<file path="src/rtl/crcdf_pkg.sv">
// Shared constants, types and CRC-32C byte function for the packet deframer.
package crcdf_pkg;

	localparam int MAX_PAYLOAD = 32;
	localparam int ADDR_W      = (MAX_PAYLOAD > 1) ? $clog2(MAX_PAYLOAD) : 1;
	localparam int CNT_W       = 6;
	localparam int LEN_W       = 16;
	localparam int LIMIT_W     = 6;

	localparam logic [31:0] CRC_POLY = 32'h82F6_3B78;
	localparam logic [31:0] CRC_INIT = 32'hFFFF_FFFF;
	localparam logic [7:0]  STX_BYTE = 8'h02;
	localparam logic [7:0]  ETX_BYTE = 8'h03;
	localparam logic [LIMIT_W-1:0] LIMIT_RESET = LIMIT_W'(32);

	typedef enum logic [2:0] {
		ST_OK        = 3'd0,
		ST_BAD_START = 3'd1,
		ST_HDR_CRC   = 3'd2,
		ST_BAD_LEN   = 3'd3,
		ST_BAD_END   = 3'd4,
		ST_DATA_CRC  = 3'd5
	} status_t;

	typedef enum logic [1:0] {
		CRC_HOLD  = 2'd0,
		CRC_START = 2'd1,
		CRC_STEP  = 2'd2,
		CRC_CLEAR = 2'd3
	} crc_op_t;

	typedef struct packed {
		crc_op_t          crc_op;
		logic             len_lo_ld;
		logic             len_hi_ld;
		logic             rcrc_clr;
		logic             rcrc_ld;
		logic [CNT_W-1:0] count;
		logic             mem_wr;
		logic             mem_rd;
		logic             out_err_ld;
		status_t          err_code;
		logic             out_data_ld;
	} cmd_t;

	typedef struct packed {
		logic is_stx;
		logic is_etx;
		logic hcrc_ok;
		logic len_ok;
		logic data_done;
		logic dcrc_ok;
		logic rel_last;
	} stat_t;

	function automatic logic [31:0] crc_byte(input logic [31:0] c_in, input logic [7:0] b);
		logic [31:0] c;
		c = c_in ^ {24'd0, b};
		for (int k = 0; k < 8; k++) begin
			c = c[0] ? ((c >> 1) ^ CRC_POLY) : (c >> 1);
		end
		return c;
	endfunction

endpackage

</file>
<file path="src/rtl/crcdf_ctrl.sv">
// Frame controller: parse phases, byte counter, release sequencing, output valid.
module crcdf_ctrl (
	input  logic                clk,
	input  logic                arst_n,
	input  logic                in_valid,
	output logic                in_ready,
	output logic                out_valid,
	input  logic                out_ready,
	input  crcdf_pkg::stat_t    stat,
	output crcdf_pkg::cmd_t     cmd
);

	typedef enum logic [3:0] {
		S_HUNT,
		S_LEN_LO,
		S_LEN_HI,
		S_HCRC,
		S_DATA,
		S_DCRC,
		S_ETX,
		S_REL_READ,
		S_REL_SEND
	} state_t;

	state_t                      state_q, state_d;
	logic [crcdf_pkg::CNT_W-1:0] count_q, count_d;
	logic                        out_valid_q;
	logic                        slot_free;
	logic                        may_emit;
	logic                        accept;

	assign slot_free = !out_valid_q || out_ready;
	assign may_emit  = (state_q == S_HUNT) || (state_q == S_ETX) ||
	                   ((state_q == S_HCRC) && (count_q == crcdf_pkg::CNT_W'(3)));
	assign in_ready  = (state_q != S_REL_READ) && (state_q != S_REL_SEND) &&
	                   (slot_free || !may_emit);
	assign accept    = in_valid && in_ready;
	assign out_valid = out_valid_q;

	always_comb begin
		state_d          = state_q;
		count_d          = count_q;
		cmd              = '0;
		cmd.crc_op       = crcdf_pkg::CRC_HOLD;
		cmd.err_code     = crcdf_pkg::ST_OK;
		cmd.count        = count_q;
		case (state_q)
			S_HUNT: begin
				if (accept) begin
					if (!stat.is_stx) begin
						cmd.out_err_ld = 1'b1;
						cmd.err_code   = crcdf_pkg::ST_BAD_START;
					end else begin
						cmd.crc_op = crcdf_pkg::CRC_START;
						count_d    = '0;
						state_d    = S_LEN_LO;
					end
				end
			end
			S_LEN_LO: begin
				if (accept) begin
					cmd.crc_op    = crcdf_pkg::CRC_STEP;
					cmd.len_lo_ld = 1'b1;
					state_d       = S_LEN_HI;
				end
			end
			S_LEN_HI: begin
				if (accept) begin
					cmd.crc_op    = crcdf_pkg::CRC_STEP;
					cmd.len_hi_ld = 1'b1;
					cmd.rcrc_clr  = 1'b1;
					count_d       = '0;
					state_d       = S_HCRC;
				end
			end
			S_HCRC: begin
				if (accept) begin
					cmd.rcrc_ld = 1'b1;
					count_d     = count_q + 1'b1;
					if (count_q == crcdf_pkg::CNT_W'(3)) begin
						count_d = '0;
						if (!stat.hcrc_ok) begin
							cmd.out_err_ld = 1'b1;
							cmd.err_code   = crcdf_pkg::ST_HDR_CRC;
							state_d        = S_HUNT;
						end else if (!stat.len_ok) begin
							cmd.out_err_ld = 1'b1;
							cmd.err_code   = crcdf_pkg::ST_BAD_LEN;
							state_d        = S_HUNT;
						end else begin
							cmd.crc_op = crcdf_pkg::CRC_CLEAR;
							state_d    = S_DATA;
						end
					end
				end
			end
			S_DATA: begin
				if (accept) begin
					cmd.mem_wr = 1'b1;
					cmd.crc_op = crcdf_pkg::CRC_STEP;
					count_d    = count_q + 1'b1;
					if (stat.data_done) begin
						cmd.rcrc_clr = 1'b1;
						count_d      = '0;
						state_d      = S_DCRC;
					end
				end
			end
			S_DCRC: begin
				if (accept) begin
					cmd.rcrc_ld = 1'b1;
					count_d     = count_q + 1'b1;
					if (count_q == crcdf_pkg::CNT_W'(3)) begin
						state_d = S_ETX;
					end
				end
			end
			S_ETX: begin
				if (accept) begin
					count_d = '0;
					if (!stat.is_etx) begin
						cmd.out_err_ld = 1'b1;
						cmd.err_code   = crcdf_pkg::ST_BAD_END;
						state_d        = S_HUNT;
					end else if (!stat.dcrc_ok) begin
						cmd.out_err_ld = 1'b1;
						cmd.err_code   = crcdf_pkg::ST_DATA_CRC;
						state_d        = S_HUNT;
					end else begin
						state_d = S_REL_READ;
					end
				end
			end
			S_REL_READ: begin
				cmd.mem_rd = 1'b1;
				state_d    = S_REL_SEND;
			end
			S_REL_SEND: begin
				if (slot_free) begin
					cmd.out_data_ld = 1'b1;
					if (stat.rel_last) begin
						count_d = '0;
						state_d = S_HUNT;
					end else begin
						count_d = count_q + 1'b1;
						state_d = S_REL_READ;
					end
				end
			end
			default: begin
				count_d = '0;
				state_d = S_HUNT;
			end
		endcase
	end

	always_ff @(posedge clk or negedge arst_n) begin
		if (!arst_n) begin
			state_q     <= S_HUNT;
			count_q     <= '0;
			out_valid_q <= 1'b0;
		end else begin
			state_q <= state_d;
			count_q <= count_d;
			if (cmd.out_err_ld || cmd.out_data_ld) begin
				out_valid_q <= 1'b1;
			end else if (out_ready) begin
				out_valid_q <= 1'b0;
			end
		end
	end

endmodule

</file>
<file path="src/rtl/crcdf_dpath.sv">
// Deframer datapath: CRC accumulator, length and CRC capture, payload buffer, output register.
module crcdf_dpath (
	input  logic                              clk,
	input  logic                              arst_n,
	input  logic [7:0]                        rx_byte,
	input  logic                              length_limit_we,
	input  logic [crcdf_pkg::LIMIT_W-1:0]     length_limit,
	input  crcdf_pkg::cmd_t                   cmd,
	output crcdf_pkg::stat_t                  stat,
	output logic [2:0]                        status,
	output logic [7:0]                        data_byte,
	output logic [5:0]                        payload_length,
	output logic                              last
);

	logic [crcdf_pkg::LIMIT_W-1:0] limit_q;
	logic [31:0]                   crc_q;
	logic [31:0]                   rcrc_q;
	logic [31:0]                   rcrc_merged;
	logic [crcdf_pkg::LEN_W-1:0]   len_q;
	logic [crcdf_pkg::LEN_W-1:0]   limit_eff;
	logic [crcdf_pkg::CNT_W-1:0]   count_inc;
	logic [7:0]                    mem [crcdf_pkg::MAX_PAYLOAD];
	logic [7:0]                    rd_q;
	crcdf_pkg::status_t            status_q;
	logic [7:0]                    data_q;
	logic [5:0]                    plen_q;
	logic                          last_q;

	assign rcrc_merged = rcrc_q | ({24'd0, rx_byte} << {cmd.count[1:0], 3'b000});
	assign count_inc   = cmd.count + 1'b1;
	assign limit_eff   = (crcdf_pkg::LEN_W'(limit_q) < crcdf_pkg::LEN_W'(crcdf_pkg::MAX_PAYLOAD)) ?
	                     crcdf_pkg::LEN_W'(limit_q) : crcdf_pkg::LEN_W'(crcdf_pkg::MAX_PAYLOAD);

	always_comb begin
		stat.is_stx    = (rx_byte == crcdf_pkg::STX_BYTE);
		stat.is_etx    = (rx_byte == crcdf_pkg::ETX_BYTE);
		stat.hcrc_ok   = (rcrc_merged == ~crc_q);
		stat.len_ok    = (len_q != '0) && (len_q <= limit_eff);
		stat.data_done = (crcdf_pkg::LEN_W'(count_inc) >= len_q);
		stat.dcrc_ok   = (rcrc_q == ~crc_q);
		stat.rel_last  = (count_inc == len_q[5:0]);
	end

	always_ff @(posedge clk or negedge arst_n) begin
		if (!arst_n) begin
			limit_q <= crcdf_pkg::LIMIT_RESET;
			crc_q   <= crcdf_pkg::CRC_INIT;
			rcrc_q  <= '0;
			len_q   <= '0;
		end else begin
			if (length_limit_we) begin
				limit_q <= length_limit;
			end
			case (cmd.crc_op)
				crcdf_pkg::CRC_START: crc_q <= crcdf_pkg::crc_byte(crcdf_pkg::CRC_INIT, rx_byte);
				crcdf_pkg::CRC_STEP:  crc_q <= crcdf_pkg::crc_byte(crc_q, rx_byte);
				crcdf_pkg::CRC_CLEAR: crc_q <= crcdf_pkg::CRC_INIT;
				default:              crc_q <= crc_q;
			endcase
			if (cmd.rcrc_clr) begin
				rcrc_q <= '0;
			end else if (cmd.rcrc_ld) begin
				rcrc_q <= rcrc_merged;
			end
			if (cmd.len_lo_ld) begin
				len_q <= {8'd0, rx_byte};
			end else if (cmd.len_hi_ld) begin
				len_q <= {rx_byte, len_q[7:0]};
			end
		end
	end

	always_ff @(posedge clk) begin
		if (cmd.mem_wr) begin
			mem[cmd.count[crcdf_pkg::ADDR_W-1:0]] <= rx_byte;
		end
		if (cmd.mem_rd) begin
			rd_q <= mem[cmd.count[crcdf_pkg::ADDR_W-1:0]];
		end
	end

	always_ff @(posedge clk) begin
		if (cmd.out_err_ld) begin
			status_q <= cmd.err_code;
			data_q   <= '0;
			plen_q   <= '0;
			last_q   <= 1'b1;
		end else if (cmd.out_data_ld) begin
			status_q <= crcdf_pkg::ST_OK;
			data_q   <= rd_q;
			plen_q   <= len_q[5:0];
			last_q   <= stat.rel_last;
		end
	end

	assign status         = status_q;
	assign data_byte      = data_q;
	assign payload_length = plen_q;
	assign last           = last_q;

endmodule

</file>
<file path="src/rtl/crc32c_packet_deframer_core.sv">
// Results: an error result is presented the cycle after the byte that causes it; a good
// frame presents its first payload byte after its end byte, through the buffer read.
// Throughput: one received byte per cycle while parsing; a byte that may give a result waits
// for a free output slot. Payload release passes each byte through the registered buffer
// read, then into the output register, with input held off until the last byte is loaded.
// Reset: asynchronous, active low; hunts for the start byte, length limit 32, output empty.
module crc32c_packet_deframer_core (
	input  logic                          clk,
	input  logic                          arst_n,
	input  logic                          length_limit_we,
	input  logic [crcdf_pkg::LIMIT_W-1:0] length_limit,
	input  logic                          in_valid,
	output logic                          in_ready,
	input  logic [7:0]                    rx_byte,
	output logic                          out_valid,
	input  logic                          out_ready,
	output logic [2:0]                    status,
	output logic [7:0]                    data_byte,
	output logic [5:0]                    payload_length,
	output logic                          last
);

	crcdf_pkg::cmd_t  cmd;
	crcdf_pkg::stat_t stat;

	crcdf_ctrl u_ctrl (
		.clk       (clk),
		.arst_n    (arst_n),
		.in_valid  (in_valid),
		.in_ready  (in_ready),
		.out_valid (out_valid),
		.out_ready (out_ready),
		.stat      (stat),
		.cmd       (cmd)
	);

	crcdf_dpath u_dpath (
		.clk             (clk),
		.arst_n          (arst_n),
		.rx_byte         (rx_byte),
		.length_limit_we (length_limit_we),
		.length_limit    (length_limit),
		.cmd             (cmd),
		.stat            (stat),
		.status          (status),
		.data_byte       (data_byte),
		.payload_length  (payload_length),
		.last            (last)
	);

	a_single_load: assert property (@(posedge clk) disable iff (!arst_n)
		!(cmd.out_err_ld && cmd.out_data_ld))
		else $error("error and data result loaded together");

	a_release_blocks_input: assert property (@(posedge clk) disable iff (!arst_n)
		cmd.out_data_ld |-> !(in_valid && in_ready))
		else $error("item accepted during payload release");

	a_error_alone: assert property (@(posedge clk) disable iff (!arst_n)
		(out_valid && (status != 3'(crcdf_pkg::ST_OK))) |->
		(last && (data_byte == 8'd0) && (payload_length == 6'd0)))
		else $error("error result not alone or carries data");

	a_load_needs_slot: assert property (@(posedge clk) disable iff (!arst_n)
		(cmd.out_err_ld || cmd.out_data_ld) |-> (!out_valid || out_ready))
		else $error("result overwritten before taken");

endmodule

</file>
<file path="config.mk">
export PLATFORM = sky130hd
export DESIGN_NAME = crc32c_packet_deframer_core
export DESIGN_NICKNAME = d
export VERILOG_FILES = /design/src/rtl/crcdf_pkg.sv /design/src/rtl/crcdf_ctrl.sv /design/src/rtl/crcdf_dpath.sv /design/src/rtl/crc32c_packet_deframer_core.sv
export SDC_FILE = /design/constraint.sdc
export NUM_CORES = 1
export LEC_CHECK = 0
export ABC_AREA = 1
export BUFFER_PORTS_ARGS = -buffer_cell sky130_fd_sc_hd__clkbuf_2
export CAP_MARGIN = 40
export CORE_MARGIN = 5
export CORE_UTILIZATION = 65
export DETAILED_ROUTE_END_ITERATION = 12
export PLACE_DENSITY = 0.84
export SYNTH_ARGS = -nofsm -noshare
export SYNTH_HDL_FRONTEND = slang
export SYNTH_HIERARCHICAL = 1
export SYNTH_SLANG_ARGS = --single-unit
</file>
<file path="constraint.sdc">
create_clock -name clk -period 10.6 [get_ports clk]
set_input_delay 0.53 -clock clk [delete_from_list [all_inputs] [get_ports clk]]
set_output_delay 0.53 -clock clk [all_outputs]
set_load 0.05 [all_outputs]
</file>
==> results of run 1 <==
power by group:
group	total [mW]	internal [mW]	switching, mW
Combinational	2.15	0.673	1.48
Sequential	1.99	1.78	0.215
Clock	1.57	0.964	0.608
state kept, by name, indices dropped and copies added (netlist names), 3 cells and up:
| name | cells |
|---|---|
| u_dpath/mem | 256 |
| u_dpath/crc_q | 32 |
| u_dpath/rcrc_q | 32 |
| u_dpath/len_q | 16 |
| u_dpath/data_byte | 8 |
| u_dpath/rd_q | 8 |
| u_ctrl/count_q | 6 |
| u_dpath/limit_q | 6 |
| u_dpath/payload_length | 6 |
| u_ctrl/state_q | 4 |
| u_dpath/status | 3 |
final timing paths:
check	to	slack, ns	depth (start not counted)
worst max-delay path	u_dpath/crc_q[13]	5.03	24
worst min-delay path	u_dpath/limit_q[1]	0.23	2
worst max register to register	u_dpath/crc_q[13]	5.03	24
worst min register to register	u_dpath/data_byte[4]	0.46	1
max in group asynchronous	u_dpath/crc_q[9]	9.12	4
min in group asynchronous	u_ctrl/count_q[4]	0.41	2
metal layers:
metal  GRT usage (%)  part of all wire [%]
met2            53.6                    47
met5               0                     0
met4            14.8                   5.2
met3            4.86                   9.8
met1            44.0                    38
worst reg2reg max path, cell delays in order (launching register included):
cell	delay, ns
dfrtp_4	0.83
inv_4	0.44
nor2_1	0.62
nand2_1	0.16
inv_1	0.11
nand2_1	0.05
o21ai_1	0.06
nand2_1	0.06
nor2_1	0.10
o2111ai_1	0.10
nor2_1	0.13
nand3_1	0.07
nor2_1	0.19
nand2_1	0.13
inv_1	0.11
nand2_1	0.08
nand3b_1	0.52
clkinv_1	0.66
nor2_1	0.24
buf_4	0.31
inv_1	0.14
a21oi_1	0.12
o21ai_0	0.11
nand3_1	0.08
o21ai_0	0.08
per-stage QoR:
| step | util [%] | instance area (um2) | std cells | hold WS (ns) |
|---|---|---|---|---|
| after global placement | 67.8 | 19600 | 2389 | 0.425 |
| after floorplan | - | 19100 | 2029 | 0.234 |
| final | 73.3 | 21200 | 2470 | 0.228 |
| after detailed placement | 68.1 | 19600 | 2395 | 0.430 |
| after global routing | 73.3 | 21200 | 2470 | 0.227 |
| after CTS | 73.3 | 21200 | 2470 | 0.222 |
cell type report:
type / instances / area (um2)
clock buffers: 51 / 1130
clock inverters: 23 / 375
fillers: 2040 / 7700
inverters: 170 / 648
multi-input cells: 1401 / 7310
flip-flops and latches: 379 / 10800
well taps: 384 / 480
repair buffers: 62 / 417
placed cells by master, fill, tap and decap left out, types with 10 or more instances in the layout:
master / n
a21oi_1: 31
a22o_1: 16
buf_4: 20
clkbuf_16: 42
clkbuf_2: 37
dfrtp_1: 62
dfstp_2: 33
dfxtp_1: 15
edfxtp_1: 267
ha_1: 20
inv_1: 150
inv_2: 13
nand2_1: 441
nand2_2: 28
nand3_1: 86
nand4_1: 19
nor2_1: 254
nor3_1: 14
o21a_1: 10
o21ai_0: 193
o22ai_1: 82
xnor2_1: 27
xor2_1: 74
cells by family after synthesis:
kind of cell    Yosys count  share of synthesized area, %
flops                   379                          56.4
buf+inv                 249                          5.43
fa+ha+maj                20                          1.31
compound gates          384                          11.9
mux                       7                         0.392
simple gates            884                          19.5
xor+xnor                106                          5.11
synth_stat cells, types with 11 or more instances:
library cell	number
a21oi_1	32
a22o_1	16
buf_2	11
clkbuf_1	49
dfrtp_1	64
dfstp_2	33
dfxtp_1	15
edfxtp_1	267
ha_1	20
inv_1	150
inv_2	13
nand2_1	441
nand2_2	28
nand3_1	86
nand4_1	19
nor2_1	254
nor3_1	14
o21ai_0	193
o22ai_1	82
xnor2_1	27
xor2_1	74
what timing repair did:
item | in CTS | in global routing
hold buffers | 1 | 0
resized for setup | 0 | 0
hold endpoints to repair | 18 | 0
==> out/results.ini, run 1 <==
[route]
vias = 15747
ant_nets = 0
avgRoutedWirePerCell_um = 22.3
via_per_inst = 6.38
drcViolationCount = 0
drt_pre_antenna_iters = 6
wirelength_mm = 55.2
first_iter_violations = 1982

[power]
ir_worst_vdd_mv = 0.166
p_leak_nw = 8.51
power.density_mw_per_mm2 = 270
power_mw = 5.72

[synth]
synth-seq-area-share_pct = 56.4
synth.distinct_cells = 60
yosys.area.top_type_share_pct = 41.9
synthFlopType = edfxtp_1
yosysWarningCount = 6
ys_ff_latch = 379
synth_largest_area_cell = edfxtp_1
async_reset_ff_share_pct = 25.6
syn_inst = 2029
syn_area_mm2 = 0.0191
synth_nets = 2068
synthTopCellsByArea = edfxtp_1 42%, nand2_1 8.7%, dfrtp_1 8.4%, o21ai_0 5.0%, nor2_1 5.0%
synth_edf_count = 267
avgSynthCellArea_um2 = 9.43

[setup_path]
crit_chain = inv_4 > nor2_1 > nand2_1 > inv_1 > nand2_1 > o21ai_1 > nand2_1 > nor2_1 > o2111ai_1 > nor2_1 > nand3_1 > nor2_1 > nand2_1 > inv_1 > nand2_1 > nand3b_1 > clkinv_1 > nor2_1 > buf_4 > inv_1 > a21oi_1 > o21ai_0 > nand3_1 > o21ai_0
max_stage_delay_ns = 0.83
required_ns = 11.06
crit_family = simple AND/OR/NAND/NOR gates
crit_start = u_ctrl/count_q[0]
arrival_ns = 6.03
r2r_start = u_ctrl/count_q[0]
critPathKind = reg2reg
end_kind = flop
critPathBufInv = 6
cpMaxStageDelayCell = dfrtp_4
critPathLaunchType = flop
cp_max_fo = 64

[placement]
dp.final_hpwl_mm = 35.0
dp_slack_ns = 5.22
port_buffers = 38
place_congestion = 1.02

[grt]
grt_pass1_vias = 15127
antenna_found_initial = 0
gr-total-overflow = 0
grt_max_degree = 82
track_usage_pct = 32.8
grt_first_pass_wirelength_mm = 85.1

[flow_run]
max_cap_viol_count = 0

[die]
die_h_um = 182
num_rows = 62
start_util_pct = 66.3
ios = 39
die_w_um = 182
dieArea_mm2 = 0.0330
core_mm2 = 0.0289

[sta]
hold_viol = 0
finalCritPeriodShare_pct = 52.6
setup_slack_ns = 5.03
finalSetupViolCount = 0
rsz0062_at_grt = no
setup-tns-final_ns = 0
worst_pin_slew_ns = 0.954
relSlewSlack_pct = 36.2
fmax_mhz = 179
fin_crit_ns = 5.57
maxSlewViolCount = 0
clock_skew_ns = 0.0284

[cts]
clockRootBuffer = clkbuf_16
h-tree-depth = 2
cts_setup_buffers = 0
clk_pin_slew_ns = 0.06
clk_latency_ns = 0.56
cts_tree = built
cts.sinks = 379
cts-buffers-inserted = 40
ctsLongestPathBuffers = 3

[cells_and_area]
diodes = 0
syn_to_final_growth_pct = 10.6
fin_nets = 2093
drive_gt1_share_pct = 11.4

[min_path]
worstHoldStart = length_limit[1]
hold_path.class = in2reg

[status]
outcome = completed

(Power assumes the default switching activity.)
==> inputs of run 2 (changes only) <==
Settings changed: CORE_UTILIZATION 65 to 63, PLACE_DENSITY 0.84 to 0.82.
Clock period 10.6 ns to 5.3 ns, I/O delays scaled along.
==> run 2 against run 1 <==
  * Critical path depth decreased by 1
  * Maximum frequency increased by 23%
  * Sequential share of layout area increased by 0.27 points
  * Largest power group unchanged
  * Clock-buffer cell count rose by 1
  * Via count fell by 2.3%
  * Sequential power grew 97%
  * Die area up 3.0%
  * Global-route usage fell by 0.43 points
==> out/results.ini, run 2 (synthesis gave the netlist of run 1 again) <==
[setup_path]
arrival_ns = 4.97  ; -1.06 ns
crit_family = simple AND/OR/NAND/NOR gates
cp_max_fo = 29  ; -55%
cpMostUsedCell = nand2_1
r2r_start = u_ctrl/count_q[0]
cpMaxStageDelayCell = inv_1
crit_chain = nand2_1 > inv_1 > nand2_1 > inv_1 > o21ai_0 > nand2_1 > nor3_1 > nand4_1 > nor2_1 > nand3_1 > nor2_1 > nand2_1 > inv_1 > nand2_1 > nand3b_1 > buf_4 > nor2_1 > buf_4 > inv_1 > nand2_1 > nor2_1 > nand2_1 > o21ai_0
critPathBufInv = 6  ; unchanged
required_ns = 5.75  ; -5.31 ns
critPathLaunchType = flop
end_kind = flop
max_stage_delay_ns = 0.65  ; -0.18 ns
critPathKind = reg2reg
crit_start = u_ctrl/count_q[0]

[cts]
cts-buffers-inserted = 41  ; +2.5%
clk_latency_ns = 0.55  ; about the same
h-tree-depth = 2  ; unchanged
clockRootBuffer = clkbuf_16
cts_setup_buffers = 0  ; unchanged
hold_buffers = 7  ; +6
cts_tree = built
cts_resized = 0  ; unchanged
ctsLongestPathBuffers = 3  ; unchanged
cts.sinks = 379  ; unchanged
clk_pin_slew_ns = 0.06  ; about the same

[die]
start_util_pct = 64.2  ; -2.1 points
ios = 39  ; unchanged
dieArea_mm2 = 0.0340  ; +3.0%
die_w_um = 184  ; +1.5%
die_h_um = 184  ; +1.5%
core_mm2 = 0.0298  ; +3.3%
num_rows = 63  ; +1.6%

[power]
p_leak_nw = 8.46  ; -0.53%
p_comb_share_pct = 39.3  ; +1.6 points
seqPwrFrac_pct = 35.6  ; +0.8 points
ir_worst_vdd_mv = 0.342  ; +110%
switching_power_mw = 4.54  ; +97%
power_frac_clock_pct = 25.1  ; -2.4 points
power.density_mw_per_mm2 = 524  ; +94%
netSwitchingFraction_pct = 41.2  ; +0.87 points
intPower_mw = 6.49  ; +90%

[route]
first_iter_violations = 1848  ; -6.8%
drt_pre_antenna_iters = 6  ; unchanged
drcViolationCount = 0  ; unchanged
via_per_inst = 6.18  ; -3.0%
wirelength_mm = 55.3  ; +0.31%
ant_nets = 0  ; unchanged
vias = 15391  ; -2.3%
avgRoutedWirePerCell_um = 22.2  ; -0.49%

[placement]
place_congestion = 1.05  ; +2.3%
dp.final_hpwl_mm = 37.3  ; +6.7%
port_buffers = 38  ; unchanged
placed_cell_area_mm2 = 0.0197  ; +0.14%

[status]
outcome = completed

[cells_and_area]
layout_common_cells = 441 x nand2_1, 267 x edfxtp_1, 254 x nor2_1, 193 x o21ai_0, 150 x inv_1
largest_reg_flops = 256  ; unchanged
fin_nets = 2106  ; +0.62%
layout_commonest_cell = nand2_1
final_area_mm2 = 0.0211  ; -0.53%
drive_gt1_share_pct = 11.2  ; -0.17 points
diodes = 0  ; unchanged
syn_to_final_growth_pct = 10.0

[sta]
relSlewSlack_pct = 36.9  ; +0.69 points
hold_viol = 0  ; unchanged
finalSetupViolCount = 0  ; unchanged
rsz0062_at_grt = no
fin_crit_ns = 4.52  ; -1.05 ns
finalCritPeriodShare_pct = 85.3  ; +33 points
fmax_mhz = 221  ; +23%
worst_pin_slew_ns = 0.947  ; -0.00684 ns
setup-tns-final_ns = 0  ; unchanged
clock_skew_ns = 0.0210  ; -0.00740 ns
maxSlewViolCount = 0  ; unchanged

[grt]
grt_first_pass_wirelength_mm = 84.8  ; -0.37%
grt_max_degree = 95  ; +16%
track_usage_pct = 32.4  ; -0.43 points
gr-total-overflow = 0  ; unchanged
grt_pass1_vias = 14922  ; -1.4%
antenna_found_initial = 0  ; unchanged

[flow_run]
max_cap_viol_count = 0  ; unchanged

[min_path]
worstHoldStart = length_limit_we
hold_path.class = in2reg

## run 2: cell types whose count changed in the layout (fill, tap and decap cells not counted), moves of 2 or more
cell and delta:
buf_4 +9, bufinv_16 -6, dlygate4sd3_1 +6, clkinv_1 +5
clkbuf_1 +4, clkbuf_8 -3, clkinv_2 +2
## run 2: layout make-up
cell class                      instances  area (um2)
Sequential cell                       379       10800
Fill cell                            2169        8750
Multi-Input combinational cell       1401        7310
Clock buffer                           52        1110
Inverter                              170         648
Timing Repair Buffer                   74         500
Tap cell                              390         488
Clock inverter                         24         203
## run 2: power by group through the flow
stage | Clock [mW] | Sequential [mW] | Combinational [mW]
detailed placement | 0 | 3.97 | 4.19
floorplan | 0 | 3.85 | 3.11
finish | 2.77 | 3.93 | 4.33
global placement | 0 | 3.97 | 4.10
CTS | 2.80 | 3.91 | 4.23
global route | 2.93 | 3.94 | 4.76
## run 2: per-stage QoR
stage / hold slack [ns] / std cells / setup slack (ns) / utilization, % / total power [mW]
floorplan: -0.0306 / 2029 / 1.98 / - / 6.96
global placement: 0.235 / 2406 / 0.898 / 65.9 / 8.07
detailed placement: 0.244 / 2407 / 0.955 / 66.0 / 8.15
CTS: 0.0287 / 2490 / 0.931 / 70.6 / 10.9
global route: 0.0619 / 2490 / 0.536 / 70.6 / 11.6
finish: 0.0381 / 2490 / 0.779 / 70.6 / 11.0
## run 2: final timing paths
| check | to | slack, ns | cells past startpoint |
|---|---|---|---|
| max | u_dpath/crc_q[6] | 0.78 | 23 |
| max in group asynchronous | u_dpath/crc_q[2] | 4.05 | 4 |
| min in group asynchronous | u_dpath/limit_q[4] | 0.22 | 2 |
| min reg2reg | u_dpath/data_byte[7] | 0.46 | 1 |
| max reg2reg | u_dpath/crc_q[6] | 0.78 | 23 |
| min | u_dpath/limit_q[5] | 0.04 | 2 |
## run 2: per-layer routing
layer	vias up	GRT usage [%]	wire length, um
li1	7001	-	-
met1	7390	43.7	21500
met3	149	4.48	4690
met5	-	0	0
met2	851	53.2	26500
met4	0	13.7	2670
==> inputs of run 3 (changes only) <==
Clock period 5.3 ns to 4.7 ns, I/O delays scaled along.
==> run 3 against run 2 <==
  * Non-clock buffer count increased by 4
  * Register-to-register slack worse by 0.28 ns
  * Die area unchanged
  * Total power grew 13%
  * Hold slack worse by 0.0024 ns
  * Combinational power increased by 13%
  * Sequential share of layout area is 0.055 points lower
  * Clock skew fell by 0.0029 ns
  * Critical path depth decreased by 12
  * Largest cell class unchanged
  * Highest routed layer is now met5
==> out/results.ini, run 3 (synthesis gave the netlist of run 1 again) <==
[status]
outcome = completed

[grt]
gr-total-overflow = 0  ; unchanged
grt_max_degree = 79  ; -17%
antenna_found_initial = 2  ; +2
grt_first_pass_wirelength_mm = 85.4  ; +0.68%
grt_pass1_vias = 14739  ; -1.2%
track_usage_pct = 32.8  ; +0.43 points

[route]
wirelength_mm = 55.8  ; +0.82%
ant_nets = 0  ; unchanged
first_iter_violations = 1958  ; +6.0%
avgRoutedWirePerCell_um = 22.4  ; +0.82%
drt_pre_antenna_iters = 7  ; +1
via_per_inst = 6.18  ; about the same
drcViolationCount = 0  ; unchanged
vias = 15395  ; +0.026%

[cts]
clockRootBuffer = clkbuf_16
cts_tree = built
cts.sinks = 379  ; unchanged
clk_pin_slew_ns = 0.06  ; about the same
ctsLongestPathBuffers = 3  ; unchanged
clk_latency_ns = 0.55  ; about the same
cts_setup_buffers = 0  ; unchanged
cts-buffers-inserted = 40  ; -2.4%
h-tree-depth = 2  ; unchanged

[power]
ir_worst_vdd_mv = 0.423  ; +23%
power.density_mw_per_mm2 = 592  ; +13%
p_leak_nw = 8.48  ; +0.21%

[sta]
setup-tns-final_ns = 0  ; unchanged
hold_viol = 0  ; unchanged
finalCritPeriodShare_pct = 89.3  ; +4.0 points
fmax_mhz = 238  ; +7.7%
fin_crit_ns = 4.20  ; -0.323 ns
finalSetupViolCount = 0  ; unchanged
clock_skew_ns = 0.0181  ; -0.00288 ns
relSlewSlack_pct = 37.3  ; +0.47 points
maxSlewViolCount = 0  ; unchanged
worst_pin_slew_ns = 0.937  ; -0.0105 ns
rsz0062_at_grt = no

[setup_path]
required_ns = 4.87  ; -0.88 ns
critPathLaunchType = flop
cp_max_fo = 59  ; +100%
crit_family = simple AND/OR/NAND/NOR gates
critPathBufInv = 1  ; -5
end_kind = flop
max_stage_delay_ns = 0.86  ; +0.21 ns
arrival_ns = 4.37  ; -0.60 ns
r2r_start = u_ctrl/count_q[0]
cpMaxStageDelayCell = nor2_1
crit_chain = buf_4 > ha_1 > nand2_1 > nor2_1 > nand2_2 > nand2_1 > nand2_2 > nand3_4 > nor3_1 > nand2_1 > nor2_1
cpMostUsedCell = nand2_1
crit_start = u_ctrl/count_q[0]
critPathKind = reg2reg

[cells_and_area]
largest_reg_flops = 256  ; unchanged
diodes = 0  ; unchanged
multi_input_area_mm2 = 0.00731  ; unchanged
layout_commonest_cell = nand2_1
register_area_mm2 = 0.0108  ; unchanged
syn_to_final_growth_pct = 10.1
drive_gt1_share_pct = 11.5  ; +0.29 points
n_fill_cell = 2169  ; unchanged
layout_common_cells = 441 x nand2_1, 267 x edfxtp_1, 254 x nor2_1, 193 x o21ai_0, 150 x inv_1
fin_cells = 2490  ; unchanged
fin_nets = 2109  ; +0.14%

[die]
die_w_um = 184  ; unchanged
dieArea_mm2 = 0.0340  ; unchanged
ios = 39  ; unchanged
start_util_pct = 64.2  ; unchanged
core_mm2 = 0.0298  ; unchanged
die_h_um = 184  ; unchanged
num_rows = 63  ; unchanged

[min_path]
worstHoldStart = length_limit_we
hold_path.class = in2reg

[placement]
place_congestion = 1.01  ; -3.9%
dp.final_hpwl_mm = 37.0  ; -0.90%
port_buffers = 38  ; unchanged
dp.cells = 2410  ; +0.12%

[flow_run]
max_cap_viol_count = 0  ; unchanged

-- run 3: changes by cell type in the layout (fill, tap and decap cells not counted), sizes merged --
cell / delta
bufinv: -1
clkinv: -4
inv: +3
dlygate4sd3: +1
clkinvlp: +1
clkbuf: -3
buf: +3
-- run 3: final cells by class --
cell class / instances / area share [%]
clock inverter: 23 / 0.926
sequential: 379 / 51.2
clock buffer: 49 / 5.36
timing repair buffer: 78 / 2.42
multi-input combinational: 1401 / 34.7
inverter: 170 / 3.08
tap: 390 / 2.32
-- run 3: metal layers --
| metal | up-vias | track usage [%] | wire length [um] |
|---|---|---|---|
| met4 | 2 | 12.6 | 2380 |
| met1 | 7311 | 44.9 | 21900 |
| met3 | 158 | 5.68 | 5350 |
| li1 | 7020 | - | - |
| met2 | 904 | 53.0 | 26100 |
| met5 | - | 0 | 13 |
-- run 3: worst paths after layout --
path | end | slack (ns) | cells after the start
max | u_dpath/mem[3][7] | 0.50 | 11
min | u_dpath/limit_q[0] | 0.04 | 2
max reg2reg | u_dpath/mem[3][7] | 0.50 | 11
min reg2reg | u_dpath/data_byte[6] | 0.46 | 1
max in group asynchronous | u_dpath/crc_q[4] | 3.28 | 3
min in group asynchronous | u_dpath/limit_q[0] | 0.32 | 2
-- run 3: through the flow --
| step | power [mW] | cell area, um2 | hold WS [ns] | worst slack, ns | util [%] |
|---|---|---|---|---|---|
| after floorplan | 7.85 | 19100 | -0.0606 | 1.38 | - |
| after global placement | 9.12 | 19700 | 0.352 | 0.787 | 66.0 |
| after detailed placement | 9.21 | 19700 | 0.361 | 0.725 | 66.0 |
| after CTS | 12.4 | 21100 | 0.0163 | 0.693 | 70.7 |
| after global routing | 13.2 | 21100 | 0.0679 | 0.221 | 70.7 |
| final | 12.5 | 21100 | 0.0357 | 0.502 | 70.7 |
-- run 3: timing repair --
| action | in CTS | in global routing |
|---|---|---|
| resized for setup | 0 | 0 |
| hold endpoints to repair | 57 | 0 |
| hold buffers | 8 | 0 |
-- run 3: report_power, final --
part / internal, mW / switching, mW
logic: 1.53 / 3.35
clock network: 1.79 / 1.36
registers: 4.01 / 0.436
